### config.mk
export PLATFORM = sky130hd
export DESIGN_NAME = gyro_swing_peak_trigger
export DESIGN_NICKNAME = d
export VERILOG_FILES = /design/src/hw/rtl/gspt_pkg.sv /design/src/hw/rtl/gyro_swing_peak_trigger.sv
export SDC_FILE = /design/constraint.sdc
export NUM_CORES = 2
export LEC_CHECK = 0
export ABC_AREA = 1
export BUFFER_PORTS_ARGS = -buffer_cell sky130_fd_sc_hd__buf_2
export CAP_MARGIN = 20
export CORE_MARGIN = 4
export CORE_UTILIZATION = 69
export DETAILED_ROUTE_END_ITERATION = 10
export PLACE_DENSITY = 0.95
export SLEW_MARGIN = 20
export SYNTH_ARGS = -nofsm -noshare
export SYNTH_HDL_FRONTEND = slang
export SYNTH_SLANG_ARGS = --single-unit
### constraint.sdc
create_clock -name clk -period 25 [get_ports clk]
set_input_delay 5 -clock clk [delete_from_list [all_inputs] [get_ports clk]]
set_output_delay 5 -clock clk [all_outputs]
set_load 0.01 [all_outputs]
### src/hw/rtl/gspt_pkg.sv
// ----------------------------------------------------------------------------
// gspt_pkg: shared definitions for the gyro swing peak trigger
// Default window length, register map, item kinds and status codes.
// ----------------------------------------------------------------------------
package gspt_pkg;

    localparam int WINDOW_LEN_DEF = 52;

    // register map, word index (byte address / 4)
    localparam logic [1:0] REG_SWING_THRESHOLD    = 2'd0;
    localparam logic [1:0] REG_PEAK_POSITION      = 2'd1;
    localparam logic [1:0] REG_REFRACTORY_SAMPLES = 2'd2;

    localparam logic [15:0] SWING_THRESHOLD_RST    = 16'd2000;
    localparam logic [5:0]  PEAK_POSITION_RST      = 6'd26;
    localparam logic [15:0] REFRACTORY_SAMPLES_RST = 16'd52;

    // item kinds
    localparam logic [1:0] ACT_SAMPLE  = 2'd0;
    localparam logic [1:0] ACT_PUBLISH = 2'd1;
    localparam logic [1:0] ACT_RESTART = 2'd2;

    // status codes
    localparam logic [1:0] ST_COLLECTING = 2'd0;
    localparam logic [1:0] ST_ACTIVE     = 2'd1;
    localparam logic [1:0] ST_LOCKED     = 2'd2;
    localparam logic [1:0] ST_WAITING    = 2'd3;

endpackage

### src/hw/rtl/gyro_swing_peak_trigger.sv
// ----------------------------------------------------------------------------
// gyro_swing_peak_trigger
// Swing peak detector with refractory period on a three-axis gyro stream.
// ----------------------------------------------------------------------------
// One item in, one result item out. A sample item's result is offered after
// four passes through one shared 16x16 multiplier (x, y and z squared, then
// the threshold squared), an update state and an 18-step bit-serial square
// root of the peak's sum of squares. Publish and restart items skip the
// multiplier and go straight to the update state and the square root. The
// input side is not ready from acceptance until the result item has been
// taken and is ready again the cycle after. Registers (APB, byte addresses):
// 0x0 swing_threshold, 0x4 peak_position, 0x8 refractory_samples; write them
// only while idle.
// ----------------------------------------------------------------------------
module gyro_swing_peak_trigger
    import gspt_pkg::*;
#(
    parameter int WINDOW_LEN = WINDOW_LEN_DEF
)
(
    input  logic        clk,
    input  logic        rst_n,
    // input items
    input  logic        s_tvalid,
    output logic        s_tready,
    input  logic [47:0] s_tdata,   // gyro_x[15:0], gyro_y[31:16], gyro_z[47:32]
    input  logic [1:0]  s_tuser,   // action[1:0]
    // result items
    output logic        m_tvalid,
    input  logic        m_tready,
    output logic [87:0] m_tdata,   // trigger[0], window_ready[1], status[3:2],
                                   // peak_index[35:4], peak_magnitude[51:36],
                                   // newest_index[83:52], zero[87:84]
    // configuration
    input  logic        psel,
    input  logic        penable,
    input  logic        pwrite,
    input  logic [3:0]  paddr,
    input  logic [31:0] pwdata,
    output logic [31:0] prdata,
    output logic        pready
);

    localparam logic [31:0] WIN = 32'(WINDOW_LEN);
    localparam int SQRT_STEPS = 18;   // bit runs 2^34 down to 2^0, a factor of four per step

    typedef enum logic [2:0] {
        S_IDLE,
        S_MUL,
        S_UPDATE,
        S_SQRT,
        S_DONE
    } state_t;

    state_t state_reg;

    // configuration registers
    logic [15:0] swing_threshold_reg;
    logic [5:0]  peak_position_reg;
    logic [15:0] refractory_samples_reg;

    // captured item
    logic [1:0]  action_reg;
    logic [15:0] gyro_x_reg, gyro_y_reg, gyro_z_reg;

    // detector state
    logic [31:0] sample_count_reg;
    logic        below_seen_reg;
    logic        swing_active_reg;
    logic [31:0] peak_at_reg;
    logic [33:0] peak_square_reg;
    logic [31:0] rearm_index_reg;

    // datapath
    logic [1:0]  mul_cnt_reg;
    logic [33:0] sum_reg;
    logic [31:0] thr2_reg;
    logic [35:0] rem_reg;
    logic [35:0] root_reg;
    logic [35:0] bit_reg;
    logic [4:0]  sqrt_cnt_reg;

    // registered result fields
    logic        trigger_reg;
    logic        window_ready_reg;
    logic [1:0]  status_reg;
    logic [31:0] newest_index_reg;

    // ------------------------------------------------------------------
    // Configuration port: write on the access phase, read back at once
    // ------------------------------------------------------------------
    logic cfg_wr;
    assign cfg_wr = psel & penable & pwrite;
    assign pready = 1'b1;

    always_comb
    begin
        unique case (paddr[3:2])
            REG_SWING_THRESHOLD:    prdata = {16'd0, swing_threshold_reg};
            REG_PEAK_POSITION:      prdata = {26'd0, peak_position_reg};
            REG_REFRACTORY_SAMPLES: prdata = {16'd0, refractory_samples_reg};
            default:                prdata = 32'd0;
        endcase
    end

    always_ff @(posedge clk or negedge rst_n)
    begin
        if (!rst_n)
        begin
            swing_threshold_reg    <= SWING_THRESHOLD_RST;
            peak_position_reg      <= PEAK_POSITION_RST;
            refractory_samples_reg <= REFRACTORY_SAMPLES_RST;
        end
        else if (cfg_wr)
        begin
            unique case (paddr[3:2])
                REG_SWING_THRESHOLD:    swing_threshold_reg    <= pwdata[15:0];
                REG_PEAK_POSITION:      peak_position_reg      <= pwdata[5:0];
                REG_REFRACTORY_SAMPLES: refractory_samples_reg <= pwdata[15:0];
                default:                ;
            endcase
        end
    end

    // ------------------------------------------------------------------
    // Shared multiplier: magnitude of one operand, squared
    // ------------------------------------------------------------------
    logic [15:0] mul_raw;
    logic [15:0] mul_mag;
    logic [31:0] mul_prod;

    always_comb
    begin
        unique case (mul_cnt_reg)
            2'd0:    mul_raw = gyro_x_reg;
            2'd1:    mul_raw = gyro_y_reg;
            2'd2:    mul_raw = gyro_z_reg;
            default: mul_raw = swing_threshold_reg;
        endcase
        // threshold is unsigned; axes are two's complement (-32768 gives 0x8000)
        if (mul_cnt_reg != 2'd3 && mul_raw[15])
            mul_mag = 16'(~mul_raw + 16'd1);
        else
            mul_mag = mul_raw;
    end

    assign mul_prod = 32'(mul_mag) * 32'(mul_mag);

    // ------------------------------------------------------------------
    // Detector update: next state and result fields for this item
    // ------------------------------------------------------------------
    logic [31:0] after_peak;
    logic [31:0] idx;
    logic [31:0] sample_count_next;
    logic        below_seen_next;
    logic        swing_active_next;
    logic [31:0] peak_at_next;
    logic [33:0] peak_square_next;
    logic [31:0] rearm_index_next;
    logic        trigger_next;
    logic [1:0]  status_next;
    logic [31:0] since_peak;
    logic [31:0] since_rearm;
    logic [31:0] status_diff;

    // samples needed after the peak, saturating at zero
    always_comb
    begin
        if (32'(peak_position_reg) + 32'd1 >= WIN)
            after_peak = 32'd0;
        else
            after_peak = WIN - 32'(peak_position_reg) - 32'd1;
    end

    always_comb
    begin
        idx               = sample_count_reg;
        sample_count_next = sample_count_reg;
        below_seen_next   = below_seen_reg;
        swing_active_next = swing_active_reg;
        peak_at_next      = peak_at_reg;
        peak_square_next  = peak_square_reg;
        rearm_index_next  = rearm_index_reg;
        trigger_next      = 1'b0;
        since_peak        = sample_count_reg - peak_at_reg;
        since_rearm       = sample_count_reg - rearm_index_reg;

        unique case (action_reg)
            ACT_SAMPLE:
            begin
                sample_count_next = sample_count_reg + 32'd1;
                if (swing_active_reg)
                begin
                    if (sum_reg > peak_square_reg)
                    begin
                        peak_at_next     = idx;
                        peak_square_next = sum_reg;
                    end
                    else if (since_peak >= after_peak)
                    begin
                        swing_active_next = 1'b0;
                        below_seen_next   = 1'b0;
                        trigger_next      = 1'b1;
                    end
                end
                else if (sum_reg < 34'(thr2_reg))
                begin
                    below_seen_next = 1'b1;
                end
                else if (below_seen_reg && !since_rearm[31])
                begin
                    swing_active_next = 1'b1;
                    peak_at_next      = idx;
                    peak_square_next  = sum_reg;
                end
            end
            ACT_RESTART:
            begin
                idx               = 32'd0;
                sample_count_next = 32'd0;
                below_seen_next   = 1'b0;
                swing_active_next = 1'b0;
                peak_at_next      = 32'd0;
                peak_square_next  = 34'd0;
                rearm_index_next  = 32'd0;
            end
            default:
            begin
                // publish moves the rearm point; the unused code changes nothing
                if (action_reg == ACT_PUBLISH)
                    rearm_index_next = peak_at_reg + 32'(refractory_samples_reg);
                idx = sample_count_reg - 32'd1;
            end
        endcase

        status_diff = idx - rearm_index_next;
        if (sample_count_next < WIN)
            status_next = ST_COLLECTING;
        else if (swing_active_next)
            status_next = ST_ACTIVE;
        else if (status_diff[31])
            status_next = ST_LOCKED;
        else
            status_next = ST_WAITING;
    end

    // ------------------------------------------------------------------
    // Square root step: one result bit per cycle
    // ------------------------------------------------------------------
    logic [35:0] trial;
    assign trial = root_reg + bit_reg;

    // ------------------------------------------------------------------
    // Sequencer
    // ------------------------------------------------------------------
    always_ff @(posedge clk or negedge rst_n)
    begin
        if (!rst_n)
        begin
            state_reg        <= S_IDLE;
            action_reg       <= ACT_SAMPLE;
            gyro_x_reg       <= 16'd0;
            gyro_y_reg       <= 16'd0;
            gyro_z_reg       <= 16'd0;
            sample_count_reg <= 32'd0;
            below_seen_reg   <= 1'b0;
            swing_active_reg <= 1'b0;
            peak_at_reg      <= 32'd0;
            peak_square_reg  <= 34'd0;
            rearm_index_reg  <= 32'd0;
            mul_cnt_reg      <= 2'd0;
            sum_reg          <= 34'd0;
            thr2_reg         <= 32'd0;
            rem_reg          <= 36'd0;
            root_reg         <= 36'd0;
            bit_reg          <= 36'd0;
            sqrt_cnt_reg     <= 5'd0;
            trigger_reg      <= 1'b0;
            window_ready_reg <= 1'b0;
            status_reg       <= ST_COLLECTING;
            newest_index_reg <= 32'd0;
        end
        else
        begin
            unique case (state_reg)
                S_IDLE:
                begin
                    if (s_tvalid)
                    begin
                        action_reg  <= s_tuser;
                        gyro_x_reg  <= s_tdata[15:0];
                        gyro_y_reg  <= s_tdata[31:16];
                        gyro_z_reg  <= s_tdata[47:32];
                        mul_cnt_reg <= 2'd0;
                        sum_reg     <= 34'd0;
                        // only samples need the squares
                        state_reg   <= (s_tuser == ACT_SAMPLE) ? S_MUL : S_UPDATE;
                    end
                end
                S_MUL:
                begin
                    if (mul_cnt_reg == 2'd3)
                    begin
                        thr2_reg  <= mul_prod;
                        state_reg <= S_UPDATE;
                    end
                    else
                    begin
                        sum_reg <= sum_reg + 34'(mul_prod);
                    end
                    mul_cnt_reg <= mul_cnt_reg + 2'd1;
                end
                S_UPDATE:
                begin
                    sample_count_reg <= sample_count_next;
                    below_seen_reg   <= below_seen_next;
                    swing_active_reg <= swing_active_next;
                    peak_at_reg      <= peak_at_next;
                    peak_square_reg  <= peak_square_next;
                    rearm_index_reg  <= rearm_index_next;
                    trigger_reg      <= trigger_next;
                    window_ready_reg <= (sample_count_next >= WIN);
                    status_reg       <= status_next;
                    newest_index_reg <= idx;
                    // load the root of the peak's sum of squares
                    rem_reg          <= 36'(peak_square_next);
                    root_reg         <= 36'd0;
                    bit_reg          <= 36'd1 << 34;
                    sqrt_cnt_reg     <= 5'd0;
                    state_reg        <= S_SQRT;
                end
                S_SQRT:
                begin
                    if (rem_reg >= trial)
                    begin
                        rem_reg  <= rem_reg - trial;
                        root_reg <= (root_reg >> 1) + bit_reg;
                    end
                    else
                    begin
                        root_reg <= root_reg >> 1;
                    end
                    bit_reg      <= bit_reg >> 2;
                    sqrt_cnt_reg <= sqrt_cnt_reg + 5'd1;
                    if (sqrt_cnt_reg == 5'(SQRT_STEPS - 1))
                        state_reg <= S_DONE;
                end
                S_DONE:
                begin
                    // hold the result until taken
                    if (m_tready)
                        state_reg <= S_IDLE;
                end
                default:
                begin
                    state_reg <= S_IDLE;
                end
            endcase
        end
    end

    // ------------------------------------------------------------------
    // Handshake and result packing
    // ------------------------------------------------------------------
    assign s_tready = (state_reg == S_IDLE);
    assign m_tvalid = (state_reg == S_DONE);

    assign m_tdata = {
        4'd0,
        newest_index_reg,
        root_reg[15:0],
        peak_at_reg,
        status_reg,
        window_ready_reg,
        trigger_reg
    };

endmodule
Word level (Yosys, flattened, before mapping) --
Cells that the tools add are included.
Operators by class: $add $sub $neg 16, $mul 1, div/mod/pow operators 0, order comparisons 7, equal/unequal tests 25, shift-type cells 0, multiplexer cells 53, bitwise logic cells 3, reductions and logical operators 22
Operators by type and width (count):
- 32-bit case mux with 2 select lines | 4
- 36-bit case mux with 2 select lines | 3
- 34-bit two-way mux | 6
- 32-bit two-way mux | 6
- 34-bit case mux with 2 select lines | 2
- 16-bit case mux with 3 select lines | 2
- 32-bit subtractor | 3
- 36-bit two-way mux | 2
- 35-bit by 36-bit adder with 36-bit output | 1
- 36-bit adder | 1
- 36-bit greater-or-equal comparator | 1
- 36-bit subtractor | 1
- 34-bit by 32-bit adder with 34-bit output | 1
- 34-bit greater-than comparator | 1
- 34-bit by 32-bit < comparator with 1-bit output | 1
- 32-bit by 1-bit adder with 32-bit output (second input constant) | 1
- 32-bit by 16-bit adder with 32-bit output | 1
- 32-bit greater-or-equal comparator | 1
- 32-bit by 6-bit greater-or-equal comparator with 1-bit output (second input constant) | 1
- 32-bit by 6-bit < comparator with 1-bit output (second input constant) | 1
- 16-bit by 16-bit multiplier with 32-bit output | 1
- 32-bit by 1-bit subtractor with 32-bit output (second input constant) | 1
- 3-bit != test (second input constant) | 6
- 16-bit by 1-bit adder with 16-bit output (second input constant) | 1
- other kinds (33) | 78
Word-level totals: flip-flop bits (word level) 440, latch bits 0, RAM bits 0, bits in read-only memories 0, bits of input ports 93, output and inout bits 123, logic and storage cells 152, memories kept 0

Longest topological paths before layout --
word-level depth 10, gate-level depth with buffers 51

Least setup slack after synthesis --
Ideal clock, no wire load.
path kind input -> output, start input paddr[3], end output prdata[15], arrival 5.841 ns, path slack 14.159 ns, stages 4, cell sequence inv_1 nor2_1 clkbuf_1 a22o_1
On the way: cells in the longest elaborated chain, start to end 2
Ends and longest elaborated chain:
- start, declared | line gyro_swing_peak_trigger.sv:38 | input logic [3:0] paddr,
- 2-bit == test (tied with other cells) | line gyro_swing_peak_trigger.sv:98 | unique case (paddr[3:2])
- 16-bit case mux with 3 select lines (*) | line gyro_swing_peak_trigger.sv:98
- end, declared | line gyro_swing_peak_trigger.sv:40 | output logic [31:0] prdata,
Every way passes the cells marked *; elsewhere a longest branch is shown, timed or not.

Final worst setup path --
start input paddr[2], end output prdata[3]
Same word-level chain as after synthesis.

==> results.ini <==
[drt]
first_pass_iters=9
wl_per_cell_um=18.1
maxUsedRoutingLayer=met4
routed_wl_mm=124
drc=0
avgViaCountPerCell=6.08
wl_met3_mm=11.7
wl_met1_mm=48.3
via_count=41937
ant_nets=0
drt_iter0_drc=4660
met2_wirelength_mm=56.9

[clock_network]
hold_buffers=0
clkSinkCount=421
ctsResizeCount=0
cts_buffers=48
insertion_delay_ps=630
clk_pin_slew_ps=60
cts_setup_buffers=0
cts_tree=done
cts_max_path_buffers=3
htreeDepth=2
clock-root-buffer=clkbuf_16

[sta]
rsz0062_at_grt=false
setup_viol=0
fin_crit_sh_pct=46.4
max_freq_mhz=86.1
fin_ws_ps=13390
hold_viol=0
period_needed_ps=11610
final.setup_skew_ps=48.0
relSlewSlack_pct=17.0
fin_setup_tns_ps=0
slew_viol_final=0
worst_pin_slew_ps=1240

[synthesis]
async_flop_share_pct=100
yosysTopAreaCell=dfrtp_1
ys_seq_area_share_pct=25.2
synth_common_cells=nand2_1 (1701), inv_1 (860), o21ai_0 (543)
synth_flop_cell=dfrtp_1
syn-cell-area_um2=41800
syn_inst=6016
netlist.area_leader.share_pct=24.5
yosysWarnings=0
yosysUniqueCellTypes=65
synth.area.top_cells=dfrtp_1 (24%), nand2_1 (15%), ha_1 (13%)
synth_edf_count=0
syn-mean-instance-area_um2=6.95
synth-seq-cells=421
yosysMostFrequentCell=nand2_1

[final_layout]
drive_gt1_share_pct=6.01
syn2layout_area_growth_pct=7.05
final_net_count=6762
final_cell_area_um2=44700
fillCellCount=4405

[die]
dieWidth_um=254
core_um2=59500
ios=216
num_rows=89
dieArea_um2=64600
die_y_um=254
initial_core_util_pct=70.3

[setup_path]
cp_max_fo=14
required_ps=20000
crit_type=in2out
crit_start=paddr[2]
arrival_ps=6610
worstSetupEndpointType=output port
critPathLaunchType=input port
r2r_start=mul_cnt_reg[1]

[place]
place_ws_ps=13420
gp_congestion=1.01
io_buffers=176
dp_hpwl_mm=94.1
postPlaceCellArea_um2=43000

[grt]
grt_usage_pct=38.2
grt_max_degree=173
antenna_found_initial=2
grt_pass1_vias=40545
grt-ovfl-total=0
grt_first_pass_wirelength_mm=202

[run_status]
status=completed

[run]
maxCapViolations=0

[hold_path]
hp-class=reg2reg
hp-start=newest_index_reg[20]

[placed cells by master, fill, tap and decap left out, types with 19 or more instances in the layout]
cell	Yosys	final
fa_1	163	163
nor3_1	69	69
o211ai_1	19	19
nand3_1	282	282
a21o_1	24	24
o21ai_0	543	543
a21oi_1	324	324
ha_1	420	420
xnor2_1	55	55
buf_2	31	175
nand4_1	62	62
dfrtp_1	409	409
a31oi_1	27	27
nor4_1	19	19
o22ai_1	53	53
inv_1	860	858
nor2_1	461	455
xor2_1	101	101
nand2_1	1701	1700
conb_1	2	21
o21bai_1	27	27
buf_4	42	22
clkbuf_16	0	49
inv_2	17	19
[routing by layer]
metal / global-route usage [%] / vias to the layer above
li1: - / 19614
met2: 62.3 / 2383
met3: 5.91 / 534
met5: 0 / -
met4: 20.5 / 0
met1: 49.4 / 19406
[worst max-delay path, cell delays in order]
cell      delay, ps
buf_2           120
nor2_1          730
inv_1           230
o221ai_1        320
buf_2           200
[path summary, 6_finish.rpt]
kind	endpoint	slack, ps	cells past startpoint
max in group asynchronous	gyro_z_reg[10]	19090	2
worst max-delay path	prdata[3]	13390	5
worst max register to register	sum_reg[33]	13670	41
worst min-delay path	newest_index_reg[20]	470	2
min in group asynchronous	newest_index_reg[16]	4390	1
worst min register to register	newest_index_reg[20]	470	2
[layout make-up]
class,instances,area [µm²],area share (%)
Antenna cell,1,2.50,0.00559
Clock buffer,63,1360,3.04
Clock inverter,22,369,0.825
Inverter,882,3310,7.40
Multi-Input combinational cell,4531,27100,60.5
Sequential cell,421,10600,23.6
Tap cell,773,967,2.16
Timing Repair Buffer,202,1130,2.54
[cells by family (layout without fill, tap and decap cells)]
kind of cell,Yosys count,after routing,share of synthesized area [%]
simple gates,2640,2640,25.6
compound gates,1126,1126,15.0
fa+ha+maj,583,583,20.4
flops,421,421,25.2
buf+inv,1083,1169,10.3
xor+xnor,157,157,3.31
other cells,2,22,0.0180
mux,4,4,0.108
[through the flow]
stage	utilization, %	std cells	hold WS (ps)
floorplan	-	6035	449
global placement	72.2	6807	458
detailed placement	72.2	6807	460
CTS	75.2	6892	476
global route	75.3	6895	497
finish	75.3	6895	471
Power is not shown: default switching activity piles up to over one toggle a cycle in this logic, so the estimate is an artifact.
